===== src/hw/rtl/lier_pkg.sv =====
`timescale 1ns / 1ps
// ----------------------------------------------------------------------------
// lier_pkg
// Shared defaults, register indexes and operation codes of the isosurface
// edge root finder.
// ----------------------------------------------------------------------------
package lier_pkg;

  localparam int EXTEND_POINTS_DEF = 2;
  localparam int MAX_POINTS_DEF    = 6;
  localparam int COORD_BITS_DEF    = 10;
  localparam int FRAC_BITS_DEF     = 12;

  localparam int VALUE_BITS = 16;
  localparam int SCALE_BITS = 24;

  localparam logic [1:0] CFG_ISO_LEVEL       = 2'd0;
  localparam logic [1:0] CFG_ROOT_METHOD     = 2'd1;
  localparam logic [1:0] CFG_ITERATION_LIMIT = 2'd2;

  localparam logic [7:0] ITER_LIMIT_RESET = 8'd32;

  typedef enum logic [1:0] {
    OP_WEIGHT,
    OP_TERM,
    OP_FALSEPOS
  } op_e;

  typedef enum logic [1:0] {
    CTX_FA,
    CTX_FB,
    CTX_FC
  } ctx_e;

endpackage


===== src/hw/rtl/lier_ram.sv =====
`timescale 1ns / 1ps
// ----------------------------------------------------------------------------
// lier_ram
// Generic single-write, single-read RAM with a registered read port.
// ----------------------------------------------------------------------------
module lier_ram #(
  parameter int WIDTH = lier_pkg::VALUE_BITS + 3 * lier_pkg::COORD_BITS_DEF,
  parameter int DEPTH = lier_pkg::MAX_POINTS_DEF
) (
  input  logic                     clk_i,
  input  logic                     we_i,
  input  logic [$clog2(DEPTH)-1:0] waddr_i,
  input  logic [WIDTH-1:0]         wdata_i,
  input  logic [$clog2(DEPTH)-1:0] raddr_i,
  output logic [WIDTH-1:0]         rdata_o
);

  logic [WIDTH-1:0] mem_q [DEPTH];
  logic [WIDTH-1:0] rdata_q;

  always_ff @(posedge clk_i) begin
    if (we_i) begin
      mem_q[waddr_i] <= wdata_i;
    end
    rdata_q <= mem_q[raddr_i];
  end

  assign rdata_o = rdata_q;

endmodule


===== src/hw/rtl/lagrange_isosurface_edge_root.sv =====
`timescale 1ns / 1ps
// ----------------------------------------------------------------------------
// lagrange_isosurface_edge_root
// Collects voxel samples along a cube edge line and finds the iso crossing on
// each axis by bisection or false position over a Lagrange polynomial.
// ----------------------------------------------------------------------------
//  Channel | Direction | Handshake              | Payload
//  --------+-----------+------------------------+----------------------------------
//  in      | input     | in_valid_i / in_stall_o | sample_value, pos_x/y/z, last
//  out     | output    | out_valid_o / out_stall_i | root_x/y/z, zero_divide
//  cfg     | input     | cfg_we_i                | cfg_index_i, cfg_data_i
//
//  A sample without the last flag is accepted while the block is idle. A closing
//  sample starts the search: each polynomial evaluation over the n stored
//  samples runs on the bit-serial divider and the one multiplier, and each axis
//  needs up to iteration_limit+2 evaluations. Reset clears all control state;
//  the sample RAM is not cleared. A stalled result is held in the output
//  register while the next set is loaded.
// ----------------------------------------------------------------------------
module lagrange_isosurface_edge_root #(
  parameter int EXTEND_POINTS = lier_pkg::EXTEND_POINTS_DEF,
  parameter int MAX_POINTS    = lier_pkg::MAX_POINTS_DEF,
  parameter int COORD_BITS    = lier_pkg::COORD_BITS_DEF,
  parameter int FRAC_BITS     = lier_pkg::FRAC_BITS_DEF
) (
  input  logic                               clk_i,
  input  logic                               rst_ni,
  input  logic                               cfg_we_i,
  input  logic [1:0]                         cfg_index_i,
  input  logic [15:0]                        cfg_data_i,
  input  logic                               in_valid_i,
  output logic                               in_stall_o,
  input  logic signed [15:0]                 sample_value_i,
  input  logic [COORD_BITS-1:0]              pos_x_i,
  input  logic [COORD_BITS-1:0]              pos_y_i,
  input  logic [COORD_BITS-1:0]              pos_z_i,
  input  logic                               last_sample_i,
  output logic                               out_valid_o,
  input  logic                               out_stall_i,
  output logic [COORD_BITS+FRAC_BITS-1:0]    root_x_o,
  output logic [COORD_BITS+FRAC_BITS-1:0]    root_y_o,
  output logic [COORD_BITS+FRAC_BITS-1:0]    root_z_o,
  output logic                               zero_divide_o
);

  localparam int CAP_EXT = 2 + 2 * EXTEND_POINTS;
  localparam int CAP     = (CAP_EXT < MAX_POINTS) ? CAP_EXT : MAX_POINTS;
  localparam int IDX_W   = $clog2(CAP);
  localparam int CNT_W   = $clog2(CAP + 1);
  localparam int VB      = lier_pkg::VALUE_BITS;
  localparam int SB      = lier_pkg::SCALE_BITS;
  localparam int SC_W    = SB + 1;
  localparam int WORD_W  = VB + 3 * COORD_BITS;
  localparam int ROOT_W  = COORD_BITS + FRAC_BITS;
  localparam int WMAG    = ((60 - ROOT_W) < 40) ? (60 - ROOT_W) : 40;
  localparam int MX_W    = (WMAG > SB) ? WMAG : SB;
  localparam int HALF    = (MX_W + 1) / 2;
  localparam int MY_W    = ((ROOT_W + 1) > SB) ? (ROOT_W + 1) : SB;
  localparam int PROD_W  = MX_W + MY_W;
  localparam int DVD_W   = PROD_W;
  localparam int DVS_W   = ((COORD_BITS + 1) > (SC_W + 1)) ? (COORD_BITS + 1) : (SC_W + 1);
  localparam int REM_W   = DVS_W + 1;
  localparam int DCNT_W  = $clog2(DVD_W);
  localparam int F_W     = WMAG + 21;
  localparam int CF_W    = DVD_W + 2;

  localparam logic [4:0] S_IDLE    = 5'd0;
  localparam logic [4:0] S_AX_RD0  = 5'd1;
  localparam logic [4:0] S_AX_LD0  = 5'd2;
  localparam logic [4:0] S_AX_LD1  = 5'd3;
  localparam logic [4:0] S_AX_CHK  = 5'd4;
  localparam logic [4:0] S_AX_END  = 5'd5;
  localparam logic [4:0] S_IT      = 5'd6;
  localparam logic [4:0] S_SCALE   = 5'd7;
  localparam logic [4:0] S_FP_CHK  = 5'd8;
  localparam logic [4:0] S_E_RDJ   = 5'd9;
  localparam logic [4:0] S_E_LDJ   = 5'd10;
  localparam logic [4:0] S_E_K     = 5'd11;
  localparam logic [4:0] S_E_LDK   = 5'd12;
  localparam logic [4:0] S_MUL_LO  = 5'd13;
  localparam logic [4:0] S_MUL_HI  = 5'd14;
  localparam logic [4:0] S_MUL_END = 5'd15;
  localparam logic [4:0] S_DIV     = 5'd16;
  localparam logic [4:0] S_DIV_END = 5'd17;
  localparam logic [4:0] S_E_DONE  = 5'd18;
  localparam logic [4:0] S_FIN     = 5'd19;

  localparam logic [ROOT_W-1:0] ROOT_MAX = {ROOT_W{1'b1}};
  localparam logic [WMAG-1:0]   W_LIM    = {WMAG{1'b1}};
  localparam logic [DCNT_W-1:0] DCNT_END = DCNT_W'(DVD_W - 1);

  // Configuration
  logic signed [VB-1:0] iso_q;
  logic                 method_q;
  logic [7:0]           limit_q;

  // Control
  logic [4:0]           state_q, state_d;
  logic [CNT_W-1:0]     cnt_q, cnt_d;
  logic [1:0]           axis_q, axis_d;
  logic [CNT_W-1:0]     j_q, j_d, k_q, k_d;
  logic [7:0]           iter_q, iter_d;
  logic [DCNT_W-1:0]    dcnt_q, dcnt_d;
  lier_pkg::op_e        op_q, op_d;
  lier_pkg::ctx_e       ctx_q, ctx_d;
  logic                 zd_q, zd_d;
  logic                 out_valid_q, out_valid_d;

  // Datapath
  logic [ROOT_W-1:0]        a_q, a_d, b_q, b_d, c_q, c_d, t_q, t_d;
  logic [COORD_BITS-1:0]    lo_q, lo_d, hi_q, hi_d, xj_q, xj_d;
  logic signed [VB-1:0]     vj_q, vj_d;
  logic signed [WMAG:0]     w_q, w_d;
  logic signed [F_W-1:0]    sum_q, sum_d, fa_q, fa_d, fb_q, fb_d;
  logic [F_W-1:0]           ma_q, ma_d, mb_q, mb_d;
  logic                     fs_neg_q, fs_neg_d, fs_pos_q, fs_pos_d;
  logic [MX_W-1:0]          mx_q, mx_d;
  logic [MY_W-1:0]          my_q, my_d;
  logic                     msgn_q, msgn_d;
  logic [PROD_W-1:0]        prod_q, prod_d;
  logic [DVD_W-1:0]         dq_q, dq_d;
  logic [REM_W-1:0]         rem_q, rem_d;
  logic [DVS_W-1:0]         dvs_q, dvs_d;
  logic [ROOT_W-1:0]        roots_q [3];
  logic [ROOT_W-1:0]        roots_d [3];
  logic [ROOT_W-1:0]        rx_q, ry_q, rz_q;
  logic                     rzd_q;

  // RAM
  logic                     ram_we;
  logic [IDX_W-1:0]         ram_raddr;
  logic [WORD_W-1:0]        ram_rdata;
  logic [COORD_BITS-1:0]    rd_pos;

  // Shared multiplier
  logic [HALF-1:0]          mul_a;
  logic [HALF+MY_W-1:0]     mul_p;

  // Helper values
  logic                     in_acc;
  logic [CNT_W-1:0]         second;
  logic signed [ROOT_W:0]   d_s, bma_s;
  logic [ROOT_W:0]          d_mag, bma_mag;
  logic signed [COORD_BITS:0] den_s;
  logic [COORD_BITS:0]      den_mag;
  logic [WMAG:0]            w_mag;
  logic signed [VB:0]       vdiff_s;
  logic [VB:0]              vdiff_mag;
  logic signed [SC_W-1:0]   fap_s, fbp_s;
  logic signed [SC_W:0]     fdiff_s;
  logic [SC_W:0]            fdiff_mag;
  logic [F_W-1:0]           fa_abs, fb_abs;
  logic [REM_W-1:0]         rem_sh;
  logic                     rem_ge;
  logic [WMAG-1:0]          q_sat;
  logic signed [CF_W-1:0]   q_s, cf_s;
  logic [ROOT_W:0]          mid_sum;
  logic signed [F_W-1:0]    term_s;

  assign in_acc     = in_valid_i && !in_stall_o;
  assign in_stall_o = (state_q != S_IDLE);
  assign ram_we     = in_acc && (cnt_q < CNT_W'(CAP));
  assign second     = (cnt_q >= CNT_W'(2)) ? CNT_W'(1) : CNT_W'(0);

  lier_ram #(
    .WIDTH (WORD_W),
    .DEPTH (CAP)
  ) u_ram (
    .clk_i   (clk_i),
    .we_i    (ram_we),
    .waddr_i (cnt_q[IDX_W-1:0]),
    .wdata_i ({sample_value_i, pos_z_i, pos_y_i, pos_x_i}),
    .raddr_i (ram_raddr),
    .rdata_o (ram_rdata)
  );

  always_comb begin
    case (axis_q)
      2'd0:    rd_pos = ram_rdata[COORD_BITS-1:0];
      2'd1:    rd_pos = ram_rdata[2*COORD_BITS-1:COORD_BITS];
      default: rd_pos = ram_rdata[3*COORD_BITS-1:2*COORD_BITS];
    endcase
  end

  always_comb begin
    case (state_q)
      S_AX_LD0: ram_raddr = second[IDX_W-1:0];
      S_E_RDJ:  ram_raddr = j_q[IDX_W-1:0];
      S_E_K:    ram_raddr = k_q[IDX_W-1:0];
      default:  ram_raddr = '0;
    endcase
  end

  // One multiplier serves the weight product, the term product and the
  // false-position product, a half of the wide operand at a time.
  assign mul_a = (state_q == S_MUL_LO) ? mx_q[HALF-1:0] : HALF'(mx_q >> HALF);
  assign mul_p = (HALF+MY_W)'(mul_a) * (HALF+MY_W)'(my_q);

  always_comb begin
    d_s       = $signed({1'b0, t_q}) - $signed({1'b0, rd_pos, {FRAC_BITS{1'b0}}});
    d_mag     = d_s[ROOT_W] ? (ROOT_W+1)'(-d_s) : d_s;
    den_s     = $signed({1'b0, xj_q}) - $signed({1'b0, rd_pos});
    den_mag   = den_s[COORD_BITS] ? (COORD_BITS+1)'(-den_s) : den_s;
    w_mag     = w_q[WMAG] ? (WMAG+1)'(-w_q) : w_q;
    vdiff_s   = $signed({vj_q[VB-1], vj_q}) - $signed({iso_q[VB-1], iso_q});
    vdiff_mag = vdiff_s[VB] ? (VB+1)'(-vdiff_s) : vdiff_s;
    bma_s     = $signed({1'b0, b_q}) - $signed({1'b0, a_q});
    bma_mag   = bma_s[ROOT_W] ? (ROOT_W+1)'(-bma_s) : bma_s;
    fa_abs    = fa_q[F_W-1] ? F_W'(-fa_q) : fa_q;
    fb_abs    = fb_q[F_W-1] ? F_W'(-fb_q) : fb_q;
    fap_s     = fa_q[F_W-1] ? -$signed({1'b0, ma_q[SB-1:0]}) : $signed({1'b0, ma_q[SB-1:0]});
    fbp_s     = fb_q[F_W-1] ? -$signed({1'b0, mb_q[SB-1:0]}) : $signed({1'b0, mb_q[SB-1:0]});
    fdiff_s   = $signed({fap_s[SC_W-1], fap_s}) - $signed({fbp_s[SC_W-1], fbp_s});
    fdiff_mag = fdiff_s[SC_W] ? (SC_W+1)'(-fdiff_s) : fdiff_s;
    rem_sh    = {rem_q[REM_W-2:0], dq_q[DVD_W-1]};
    rem_ge    = (rem_sh >= REM_W'(dvs_q));
    q_sat     = (dq_q[DVD_W-1:WMAG] != '0) ? W_LIM : dq_q[WMAG-1:0];
    q_s       = msgn_q ? -$signed({2'b00, dq_q}) : $signed({2'b00, dq_q});
    cf_s      = $signed(CF_W'(a_q)) + q_s;
    mid_sum   = (ROOT_W+1)'(a_q) + (ROOT_W+1)'(b_q);
    term_s    = msgn_q ? -$signed({1'b0, prod_q[F_W-2:0]}) : $signed({1'b0, prod_q[F_W-2:0]});
  end

  always_comb begin
    state_d     = state_q;
    cnt_d       = cnt_q;
    axis_d      = axis_q;
    j_d         = j_q;
    k_d         = k_q;
    iter_d      = iter_q;
    dcnt_d      = dcnt_q;
    op_d        = op_q;
    ctx_d       = ctx_q;
    zd_d        = zd_q;
    out_valid_d = out_valid_q;
    a_d         = a_q;
    b_d         = b_q;
    c_d         = c_q;
    t_d         = t_q;
    lo_d        = lo_q;
    hi_d        = hi_q;
    xj_d        = xj_q;
    vj_d        = vj_q;
    w_d         = w_q;
    sum_d       = sum_q;
    fa_d        = fa_q;
    fb_d        = fb_q;
    ma_d        = ma_q;
    mb_d        = mb_q;
    fs_neg_d    = fs_neg_q;
    fs_pos_d    = fs_pos_q;
    mx_d        = mx_q;
    my_d        = my_q;
    msgn_d      = msgn_q;
    prod_d      = prod_q;
    dq_d        = dq_q;
    rem_d       = rem_q;
    dvs_d       = dvs_q;
    roots_d     = roots_q;

    if (out_valid_q && !out_stall_i) begin
      out_valid_d = 1'b0;
    end

    unique case (state_q)
      S_IDLE: begin
        if (in_acc) begin
          if (cnt_q < CNT_W'(CAP)) begin
            cnt_d = cnt_q + CNT_W'(1);
          end
          if (last_sample_i) begin
            axis_d  = 2'd0;
            zd_d    = 1'b0;
            state_d = S_AX_RD0;
          end
        end
      end
      S_AX_RD0: state_d = S_AX_LD0;
      S_AX_LD0: begin
        lo_d    = rd_pos;
        state_d = S_AX_LD1;
      end
      S_AX_LD1: begin
        hi_d    = rd_pos;
        state_d = S_AX_CHK;
      end
      S_AX_CHK: begin
        a_d    = {lo_q, {FRAC_BITS{1'b0}}};
        b_d    = {hi_q, {FRAC_BITS{1'b0}}};
        c_d    = {lo_q, {FRAC_BITS{1'b0}}};
        iter_d = '0;
        if (lo_q == hi_q || limit_q == 8'd0) begin
          state_d = S_AX_END;
        end else begin
          t_d     = {lo_q, {FRAC_BITS{1'b0}}};
          ctx_d   = lier_pkg::CTX_FA;
          sum_d   = '0;
          j_d     = '0;
          state_d = S_E_RDJ;
        end
      end
      S_AX_END: begin
        roots_d[axis_q] = c_q;
        if (axis_q == 2'd2) begin
          state_d = S_FIN;
        end else begin
          axis_d  = axis_q + 2'd1;
          state_d = S_AX_RD0;
        end
      end
      S_IT: begin
        if (iter_q == limit_q) begin
          state_d = S_AX_END;
        end else if (!method_q) begin
          if (a_q == b_q) begin
            state_d = S_AX_END;
          end else begin
            c_d      = mid_sum[ROOT_W:1];
            fs_neg_d = fa_q < 0;
            fs_pos_d = fa_q > 0;
            t_d      = mid_sum[ROOT_W:1];
            ctx_d    = lier_pkg::CTX_FC;
            sum_d    = '0;
            j_d      = '0;
            state_d  = S_E_RDJ;
          end
        end else begin
          ma_d    = fa_abs;
          mb_d    = fb_abs;
          state_d = S_SCALE;
        end
      end
      S_SCALE: begin
        // Both end values shift together until the larger fits the scale width.
        if (((ma_q | mb_q) >> SB) != '0) begin
          ma_d = ma_q >> 1;
          mb_d = mb_q >> 1;
        end else begin
          state_d = S_FP_CHK;
        end
      end
      S_FP_CHK: begin
        if (fap_s == fbp_s) begin
          zd_d    = 1'b1;
          c_d     = a_q;
          state_d = S_AX_END;
        end else begin
          fs_neg_d = fap_s < 0;
          fs_pos_d = fap_s > 0;
          mx_d     = MX_W'(ma_q[SB-1:0]);
          my_d     = MY_W'(bma_mag);
          msgn_d   = bma_s[ROOT_W] ^ fap_s[SC_W-1] ^ fdiff_s[SC_W];
          dvs_d    = DVS_W'(fdiff_mag);
          op_d     = lier_pkg::OP_FALSEPOS;
          state_d  = S_MUL_LO;
        end
      end
      S_E_RDJ: state_d = S_E_LDJ;
      S_E_LDJ: begin
        xj_d    = rd_pos;
        vj_d    = ram_rdata[WORD_W-1:3*COORD_BITS];
        w_d     = (WMAG+1)'(1) <<< FRAC_BITS;
        k_d     = '0;
        state_d = S_E_K;
      end
      S_E_K: begin
        if (k_q == cnt_q) begin
          mx_d    = MX_W'(w_mag);
          my_d    = MY_W'(vdiff_mag);
          msgn_d  = w_q[WMAG] ^ vdiff_s[VB];
          op_d    = lier_pkg::OP_TERM;
          state_d = S_MUL_LO;
        end else if (k_q == j_q) begin
          k_d = k_q + CNT_W'(1);
        end else begin
          state_d = S_E_LDK;
        end
      end
      S_E_LDK: begin
        // Samples sharing the coordinate of sample j drop out of its weight.
        if (den_s == '0) begin
          k_d     = k_q + CNT_W'(1);
          state_d = S_E_K;
        end else begin
          mx_d    = MX_W'(w_mag);
          my_d    = MY_W'(d_mag);
          msgn_d  = w_q[WMAG] ^ d_s[ROOT_W] ^ den_s[COORD_BITS];
          dvs_d   = DVS_W'(den_mag);
          op_d    = lier_pkg::OP_WEIGHT;
          state_d = S_MUL_LO;
        end
      end
      S_MUL_LO: begin
        prod_d  = PROD_W'(mul_p);
        state_d = S_MUL_HI;
      end
      S_MUL_HI: begin
        prod_d  = prod_q + (PROD_W'(mul_p) << HALF);
        state_d = S_MUL_END;
      end
      S_MUL_END: begin
        rem_d  = '0;
        dcnt_d = '0;
        case (op_q)
          lier_pkg::OP_TERM: begin
            sum_d = sum_q + term_s;
            j_d   = j_q + CNT_W'(1);
            if (j_q + CNT_W'(1) == cnt_q) begin
              state_d = S_E_DONE;
            end else begin
              state_d = S_E_RDJ;
            end
          end
          lier_pkg::OP_WEIGHT: begin
            // Truncating by the fraction first and then by the coordinate
            // difference gives the same quotient as one division.
            dq_d    = DVD_W'(prod_q >> FRAC_BITS);
            state_d = S_DIV;
          end
          default: begin
            dq_d    = DVD_W'(prod_q);
            state_d = S_DIV;
          end
        endcase
      end
      S_DIV: begin
        rem_d  = rem_ge ? (rem_sh - REM_W'(dvs_q)) : rem_sh;
        dq_d   = {dq_q[DVD_W-2:0], rem_ge};
        dcnt_d = dcnt_q + DCNT_W'(1);
        if (dcnt_q == DCNT_END) begin
          state_d = S_DIV_END;
        end
      end
      S_DIV_END: begin
        if (op_q == lier_pkg::OP_WEIGHT) begin
          w_d     = msgn_q ? -$signed({1'b0, q_sat}) : $signed({1'b0, q_sat});
          k_d     = k_q + CNT_W'(1);
          state_d = S_E_K;
        end else begin
          if (cf_s < 0) begin
            c_d = '0;
            t_d = '0;
          end else if (cf_s > $signed(CF_W'(ROOT_MAX))) begin
            c_d = ROOT_MAX;
            t_d = ROOT_MAX;
          end else begin
            c_d = cf_s[ROOT_W-1:0];
            t_d = cf_s[ROOT_W-1:0];
          end
          ctx_d   = lier_pkg::CTX_FC;
          sum_d   = '0;
          j_d     = '0;
          state_d = S_E_RDJ;
        end
      end
      S_E_DONE: begin
        case (ctx_q)
          lier_pkg::CTX_FA: begin
            fa_d = sum_q;
            if (method_q) begin
              t_d     = b_q;
              ctx_d   = lier_pkg::CTX_FB;
              sum_d   = '0;
              j_d     = '0;
              state_d = S_E_RDJ;
            end else begin
              state_d = S_IT;
            end
          end
          lier_pkg::CTX_FB: begin
            fb_d    = sum_q;
            state_d = S_IT;
          end
          default: begin
            if (sum_q == '0) begin
              state_d = S_AX_END;
            end else begin
              if ((sum_q < 0 && fs_pos_q) || (sum_q > 0 && fs_neg_q)) begin
                b_d  = c_q;
                fb_d = sum_q;
              end else begin
                a_d  = c_q;
                fa_d = sum_q;
              end
              iter_d  = iter_q + 8'd1;
              state_d = S_IT;
            end
          end
        endcase
      end
      S_FIN: begin
        if (!out_valid_q) begin
          out_valid_d = 1'b1;
          cnt_d       = '0;
          state_d     = S_IDLE;
        end
      end
      default: state_d = S_IDLE;
    endcase
  end

  always_ff @(posedge clk_i or negedge rst_ni) begin
    if (!rst_ni) begin
      iso_q       <= '0;
      method_q    <= 1'b0;
      limit_q     <= lier_pkg::ITER_LIMIT_RESET;
      state_q     <= S_IDLE;
      cnt_q       <= '0;
      axis_q      <= '0;
      j_q         <= '0;
      k_q         <= '0;
      iter_q      <= '0;
      dcnt_q      <= '0;
      op_q        <= lier_pkg::OP_WEIGHT;
      ctx_q       <= lier_pkg::CTX_FA;
      zd_q        <= 1'b0;
      out_valid_q <= 1'b0;
    end else begin
      if (cfg_we_i) begin
        unique case (cfg_index_i)
          lier_pkg::CFG_ISO_LEVEL:       iso_q    <= cfg_data_i;
          lier_pkg::CFG_ROOT_METHOD:     method_q <= cfg_data_i[0];
          lier_pkg::CFG_ITERATION_LIMIT: limit_q  <= cfg_data_i[7:0];
          default: ;
        endcase
      end
      state_q     <= state_d;
      cnt_q       <= cnt_d;
      axis_q      <= axis_d;
      j_q         <= j_d;
      k_q         <= k_d;
      iter_q      <= iter_d;
      dcnt_q      <= dcnt_d;
      op_q        <= op_d;
      ctx_q       <= ctx_d;
      zd_q        <= zd_d;
      out_valid_q <= out_valid_d;
    end
  end

  always_ff @(posedge clk_i) begin
    a_q      <= a_d;
    b_q      <= b_d;
    c_q      <= c_d;
    t_q      <= t_d;
    lo_q     <= lo_d;
    hi_q     <= hi_d;
    xj_q     <= xj_d;
    vj_q     <= vj_d;
    w_q      <= w_d;
    sum_q    <= sum_d;
    fa_q     <= fa_d;
    fb_q     <= fb_d;
    ma_q     <= ma_d;
    mb_q     <= mb_d;
    fs_neg_q <= fs_neg_d;
    fs_pos_q <= fs_pos_d;
    mx_q     <= mx_d;
    my_q     <= my_d;
    msgn_q   <= msgn_d;
    prod_q   <= prod_d;
    dq_q     <= dq_d;
    rem_q    <= rem_d;
    dvs_q    <= dvs_d;
    roots_q  <= roots_d;
    if (state_q == S_FIN && !out_valid_q) begin
      rx_q  <= roots_q[0];
      ry_q  <= roots_q[1];
      rz_q  <= roots_q[2];
      rzd_q <= zd_q;
    end
  end

  assign out_valid_o   = out_valid_q;
  assign root_x_o      = rx_q;
  assign root_y_o      = ry_q;
  assign root_z_o      = rz_q;
  assign zero_divide_o = rzd_q;

`ifndef SYNTHESIS
  a_zd_bisect: assert property (@(posedge clk_i) disable iff (!rst_ni)
    (out_valid_o && !method_q) |-> !zero_divide_o)
    else $error("zero_divide raised in bisection mode");

  a_out_from_fin: assert property (@(posedge clk_i) disable iff (!rst_ni)
    $rose(out_valid_q) |-> $past(state_q) == S_FIN)
    else $error("result presented without finishing the search");

  a_iter_bound: assert property (@(posedge clk_i) disable iff (!rst_ni)
    (state_q == S_IT) |-> (iter_q <= limit_q))
    else $error("iteration count passed the limit");

  a_eval_has_samples: assert property (@(posedge clk_i) disable iff (!rst_ni)
    (state_q == S_E_RDJ) |-> (j_q < cnt_q))
    else $error("evaluation reads beyond the stored samples");
`endif

endmodule

===== config.mk =====
export PLATFORM = sky130hd
export DESIGN_NAME = lagrange_isosurface_edge_root
export DESIGN_NICKNAME = d
export VERILOG_FILES = /design/src/hw/rtl/lier_pkg.sv /design/src/hw/rtl/lier_ram.sv /design/src/hw/rtl/lagrange_isosurface_edge_root.sv
export SDC_FILE = /design/constraint.sdc
export NUM_CORES = 2
export LEC_CHECK = 0
export BUFFER_PORTS_ARGS = -buffer_cell sky130_fd_sc_hd__buf_4
export CAP_MARGIN = 20
export CORE_MARGIN = 10
export CORE_UTILIZATION = 45
export CTS_BUF_LIST = sky130_fd_sc_hd__clkbuf_2
export DETAILED_ROUTE_END_ITERATION = 7
export SYNTH_ARGS = -nofsm -noshare
export SYNTH_HDL_FRONTEND = slang
export SYNTH_SLANG_ARGS = --single-unit

===== constraint.sdc =====
create_clock -name clk_i -period 12.8 [get_ports clk_i]
set_input_delay 2.56 -clock clk_i [delete_from_list [all_inputs] [get_ports clk_i]]
set_output_delay 2.56 -clock clk_i [all_outputs]
set_load 0.1 [all_outputs]

Word-level counts from Yosys, hierarchy flattened
Memory sizes are Yosys's and may differ from the RTL's. A register that Yosys moved wholly into a read port is not among the register bits.
Cells that the tools add are included.
- bits in registers: 903
- latch bits: 0
- bits in writable memories: 276
- ROM bits: 0
- input port bits: 70
- output and inout bits: 69
- memories kept: 1
- add/sub/neg operators: 29
- multipliers: 1
- divide/modulo/power cells: 0
- $lt $le $gt $ge: 13
- equal/unequal tests: 67
- shift-type cells: 0
- multiplexer cells: 164
- bitwise logic cells: 9
- reductions and logical operators: 62
- memory list (name ; depth ; width ; read ports ; clocked after memory_dff ; wr ports ; line ; source):
    u_ram.mem_q ; 6 ; 46 ; 1 ; 1 ; 1 ; lier_ram.sv:18 ; logic [WIDTH-1:0] mem_q [DEPTH];
- operators by type and width (operator ; count):
    59-bit 2-to-1 mux ; 21
    59-bit case mux with 2 select lines ; 4
    22-bit 2-to-1 mux ; 17
    62-bit case mux with 2 select lines ; 3
    59-bit case mux with 5 select lines ; 1
    38-bit 2-to-1 mux ; 5
    22-bit case mux with 4 select lines ; 2
    59-bit by 1-bit > comparator with 1-bit output (second input constant) ; 2
    59-bit by 1-bit < comparator with 1-bit output (second input constant) ; 2
    59-bit negator ; 2
    38-bit case mux with 3 select lines ; 1
    26-bit 2-to-1 mux ; 4
    26-bit case mux with 2 select lines ; 2
    5-bit case mux with 20 select lines ; 1
    22-bit case mux with 2 select lines ; 2
    39-bit 2-to-1 mux ; 2
    39-bit case mux with 2 select lines ; 1
    24-bit 2-to-1 mux ; 3
    24-bit case mux with 3 select lines ; 1
    66-bit bitwise mux ; 1
    23-bit by 64-bit adder with 64-bit output ; 1
    64-bit by 23-bit > comparator with 1-bit output (second input constant) ; 1
    64-bit by 1-bit < comparator with 1-bit output (second input constant) ; 1
    64-bit 2-to-1 mux ; 1
    other kinds (96) ; 264

Depth between registers and ports, before layout
- word-level depth: 8
- mapped depth: 43
- mapped depth without buffers: 40

Hierarchy
A second synthesis with hierarchy kept.
- cell total of the unflattened synthesis: 8292
- area, all modules: 84363.4 um^2
- by module, submodules not included (module ; instances ; cells an instance ; area an instance (um^2) ; seq. area each (um^2)):
    lagrange_isosurface_edge_root ; 1 ; 7698 ; 72709.7 ; 26781.9
    lier_ram ; 1 ; 594 ; 11653.7 ; 9208.8

Worst setup path after synthesis
Ideal clock, no wire load.
- path type: reg-to-reg
- start: register state_q[3]
- end: register prod_q[61] (data pin)
- setup time: 0.266 ns
- arrival time: 10.031 ns
- path slack: 2.503 ns
- cell stages (with the launch flop): 38
- clock period less this slack: 10.297 ns
- path through: dfrtp_1 -> clkbuf_1 -> nor2b_1 -> nand2_1 -> nor2_1 -> clkbuf_1 -> mux2_2 -> clkbuf_1 -> nand2_1 -> fa_1 -> inv_1 -> fa_1 -> fa_1 -> fa_1 -> fa_1 -> inv_1 -> fa_1 -> inv_1 -> [... 2 more ...] -> a211oi_1 -> o221a_2 -> o41ai_1 -> o21ai_0 -> a31oi_1 -> o21a_1 -> o21ai_0 -> xor2_1 -> ha_1 -> clkbuf_1 -> a21oi_1 -> a21oi_1 -> o21ai_0 -> or3_1 -> o21ai_0 -> xor2_1 -> xnor2_1 -> nor2_1
- word-level cells in the longest chain between the ends: 5
- elaborated cells on any way between the ends: 6
- RTL lines (item ; line ; source):
    start, declared ; lagrange_isosurface_edge_root.sv:98 ; logic [4:0] state_q, state_d;
    start signal, assigned ; lagrange_isosurface_edge_root.sv:527 ; state_q <= state_d;
    5-bit by 4-bit equality test with 1-bit output ; lagrange_isosurface_edge_root.sv:196, lagrange_isosurface_edge_root.sv:265 ;
    19-bit 2-to-1 mux ; lagrange_isosurface_edge_root.sv:196 ; assign mul_a = (state_q == S_MUL_LO) ? mx_q[HALF-1:0] : HALF'(mx_q >> HALF);
    19-bit by 24-bit multiplier with 43-bit output ; lagrange_isosurface_edge_root.sv:197 ; assign mul_p = (HALF+MY_W)'(mul_a) * (HALF+MY_W)'(my_q);
    62-bit adder ; lagrange_isosurface_edge_root.sv:398 ; prod_d = prod_q + (PROD_W'(mul_p) << HALF);
    62-bit case mux with 2 select lines * ; lagrange_isosurface_edge_root.sv:265 ; unique case (state_q)
    end signal, assigned ; lagrange_isosurface_edge_root.sv:561 ; prod_q <= prod_d;
    end, declared ; lagrange_isosurface_edge_root.sv:120 ; logic [PROD_W-1:0] prod_q, prod_d;
Mark *: on every way between the ends. The rest lies on a longest branch, timed or not.
A chain may end at the register's enable or synchronous reset.

Final worst setup path
- start: register state_q[4]
- end: register prod_q[61] (data pin)
The elaborated chain is that of the path after synthesis.

==> impl_metrics.env <==
export IMPL_ys_seq_area_share_pct=43.1
export IMPL_top_usage_layer="met2"
export IMPL_crit_type="reg2reg"
export IMPL_yosysTopAreaCell="edfxtp_1"
export IMPL_grt_max_degree=202
export IMPL_syn_area_per_cell_um2=10.2
export IMPL_rows=157
export IMPL_synth_area_um2=83400
export IMPL_start_util_pct=45.4
export IMPL_slowest_delay_ns=0.83
export IMPL_hold_class="reg2reg"
export IMPL_hold_violations=0
export IMPL_slowest_stage="nor2_4"
export IMPL_remaining_drc_errors=4
export IMPL_portBuffers=138
export IMPL_synth_area_top_cells="edfxtp_1 40%, fa_1 8.8%, ha_1 6.1%, nand2_1 4.4%, xnor2_1 3.7%"
export IMPL_yosysTopAreaCellShare_pct=40.2
export IMPL_r2r_start="state_q[4]"
export IMPL_report_final_slew_viol_count=0
export IMPL_ys_types=99
export IMPL_maxCapViolCount=0
export IMPL_viasPerCell=5.77
export IMPL_hp_start="roots_q[13]"
export IMPL_critPathLaunch="state_q[4]"
export IMPL_slew_headroom_pct=18.3
export IMPL_gr_usage_met3_pct=4.87
export IMPL_synth_fp_nets=9000
export IMPL_synth_edf_count=1117
export IMPL_num_vias=64000
export IMPL_use_met2_pct=38.8
export IMPL_start_kind="flop"
export IMPL_endpoint_kind="flop"
export IMPL_synth_ff_type="edfxtp_1"
export IMPL_overflow=0
export IMPL_cts_resized=0
export IMPL_fin_nets=9233
export IMPL_ys_warn_count=0
export IMPL_cts_root_buf="clkbuf_2"
export IMPL_drt_first_pass_iters=8
export IMPL_arrival_ns=13.00
export IMPL_finalHoldWorstSlack_ns=0.402
export IMPL_h_tree_depth=5
export IMPL_period_minus_slack_ns=11.59
export IMPL_rsz0062_at_grt="no"
export IMPL_finalSetupTns_ns=0
export IMPL_cts_buffer_depth=4
export IMPL_syn_instance_count=8155
export IMPL_wl_per_cell_um=23.3
export IMPL_wirelength_um=258000
export IMPL_clkSlewWorstSetupHoldPaths_ns=0.11
export IMPL_drt_iter0_markers=5798
export IMPL_grt_first_pass_wirelength_um=388000
export IMPL_cts_hold_buffers=0
export IMPL_post_cts_buffers=0
export IMPL_grt_pass1_vias=62300
export IMPL_antenna_left=0
export IMPL_core_um2=184000
export IMPL_hpwl_um=193000
export IMPL_dieArea_um2=203000
export IMPL_critPathRequiredTime_ns=14.22
export IMPL_fmax_mhz=86.3
export IMPL_met1_usage_pct=33.2
export IMPL_area_growth_pct=8.06
export IMPL_cts_tree="yes"
export IMPL_clock_sinks=1224
export IMPL_num_fill_cells=17100
export IMPL_fin_crit_sh_pct=90.5
export IMPL_setup_viol=0
export IMPL_die_height_um=451
export IMPL_drive_gt1_share_pct=10.8
export IMPL_cts_made_buffers=337
export IMPL_crit_fanout=27
export IMPL_status="complete, but fails checks"
export IMPL_yosys_register_bits=1224
export IMPL_antenna_found_initial=13
export IMPL_fin_skew_ns=0.174
export IMPL_violations="DRC"
export IMPL_grt_util_all_layers_pct=24.7
export IMPL_gp_congestion=0.979
export IMPL_clk_latency_ns=1.82
export IMPL_die_x_um=451
export IMPL_synth_async_reset_ratio_pct=4.98
export IMPL_worst_pin_slew_ns=1.23
export IMPL_cpMostUsedCell="fa_1"
export IMPL_io_pins=139
sequential cells by signal (all words and copies together), names as in the netlist, 23 cells and up:
signal,flops
dq_q,62
dvs_q,26
fa_q,59
fb_q,59
ma_q,59
mb_q,59
mx_q,38
my_q,23
prod_q,62
rem_q,26
roots_q,66
sum_q,59
u_ram.mem_q,276
u_ram.rdata_o,46
w_q,39
routing by layer:
| layer | vias to the layer above | wire length [um] |
|---|---|---|
| li1 | 29500 | - |
| met1 | 31500 | 110000 |
| met2 | 2467 | 118000 |
| met3 | 521 | 19100 |
| met4 | 6 | 11900 |
| met5 | - | 46 |
final cells by class:
class / count / area [um2] / share of cell area [%]
diodes: 8 / 20.0 / 0.0222
clock buffers: 464 / 2320 / 2.58
clock inverters: 101 / 514 / 0.570
inverters: 693 / 2600 / 2.89
multi-input cells: 5887 / 43700 / 48.5
flip-flops and latches: 1224 / 36000 / 39.9
well taps: 2464 / 3080 / 3.42
repair buffers: 245 / 1880 / 2.09
worst max-delay path: cells and delay by family (launching register included):
kind	cells	cell delay, ns
adders and majority gates	8	3.87
AOI/OAI and AO/OA	9	3.04
and+or+nand+nor	9	2.43
muxes	1	0.62
xor gates and xnor gates	3	0.53
DFF	1	0.52
buffers and inverters	4	0.23
path summary, 6_finish.rpt:
check / to / slack [ns] / cells after the start
max: prod_q[61] / 1.21 / 34
min: root_z_o[13] / 0.40 / 0
max reg2reg: prod_q[61] / 1.21 / 34
min reg2reg: root_z_o[13] / 0.40 / 0
max in group asynchronous: ctx_q[0] / 11.21 / 1
min in group asynchronous: iso_q[11] / 0.87 / 1
synth_stat cells (39+ instances only):
| master | number |
|---|---|
| dfrtp_1 | 60 |
| xnor2_1 | 355 |
| nor4_1 | 96 |
| mux4_2 | 46 |
| o21bai_1 | 39 |
| o31ai_1 | 113 |
| nand4_1 | 49 |
| nand2b_1 | 82 |
| nand2_1 | 968 |
| a21oi_1 | 390 |
| inv_1 | 692 |
| nor2_1 | 561 |
| o21a_1 | 41 |
| or3_1 | 81 |
| a211oi_1 | 40 |
| nor3_1 | 108 |
| clkbuf_1 | 310 |
| dfxtp_1 | 46 |
| ha_1 | 408 |
| nand3_1 | 138 |
| xor2_1 | 324 |
| mux2i_1 | 61 |
| fa_1 | 367 |
| and2_1 | 238 |
| o21ai_0 | 494 |
| edfxtp_1 | 1117 |
| a31oi_1 | 106 |
| o41ai_1 | 64 |
| and3_1 | 57 |
| or4_1 | 97 |
| nor2b_1 | 53 |
| a21o_1 | 102 |
kinds of logic after synthesis:
logic type	share of synthesized area, %
compound gates	12.4
flops	43.1
simple gates	15.2
xor+xnor	7.15
buf+inv	4.73
mux	2.49
fa+ha+maj	14.9
through the flow:
stage / utilization (%) / cell area (um2) / std cells / setup slack (ns)
2_1_floorplan: - / 83400 / 8155 / 2.50
3_3_place_gp: 47.5 / 87200 / 10500 / 1.58
3_5_place_dp: 47.5 / 87200 / 10500 / 1.36
4_1_cts: 49.0 / 90100 / 11100 / 1.23
5_1_grt: 49.1 / 90200 / 11100 / 0.368
6_report: 49.1 / 90200 / 11100 / 1.21
layout by cell type, fill, tap and decap left out, drive strengths merged, types with 82 or more instances in the layout:
master,count
a31oi,106
or4,101
nor3,108
clkbuf,464
nand2b,82
ha,408
or3,82
inv,698
buf,245
xnor2,356
edfxtp,1117
a21o,102
nand3,138
and2,239
nor4,101
o21ai,523
clkinv,90
nand2,968
a21oi,391
fa,367
xor2,324
nor2,561
o31ai,113
Power is not shown: default switching activity piles up to over one toggle a cycle in this logic, so the estimate is an artifact.
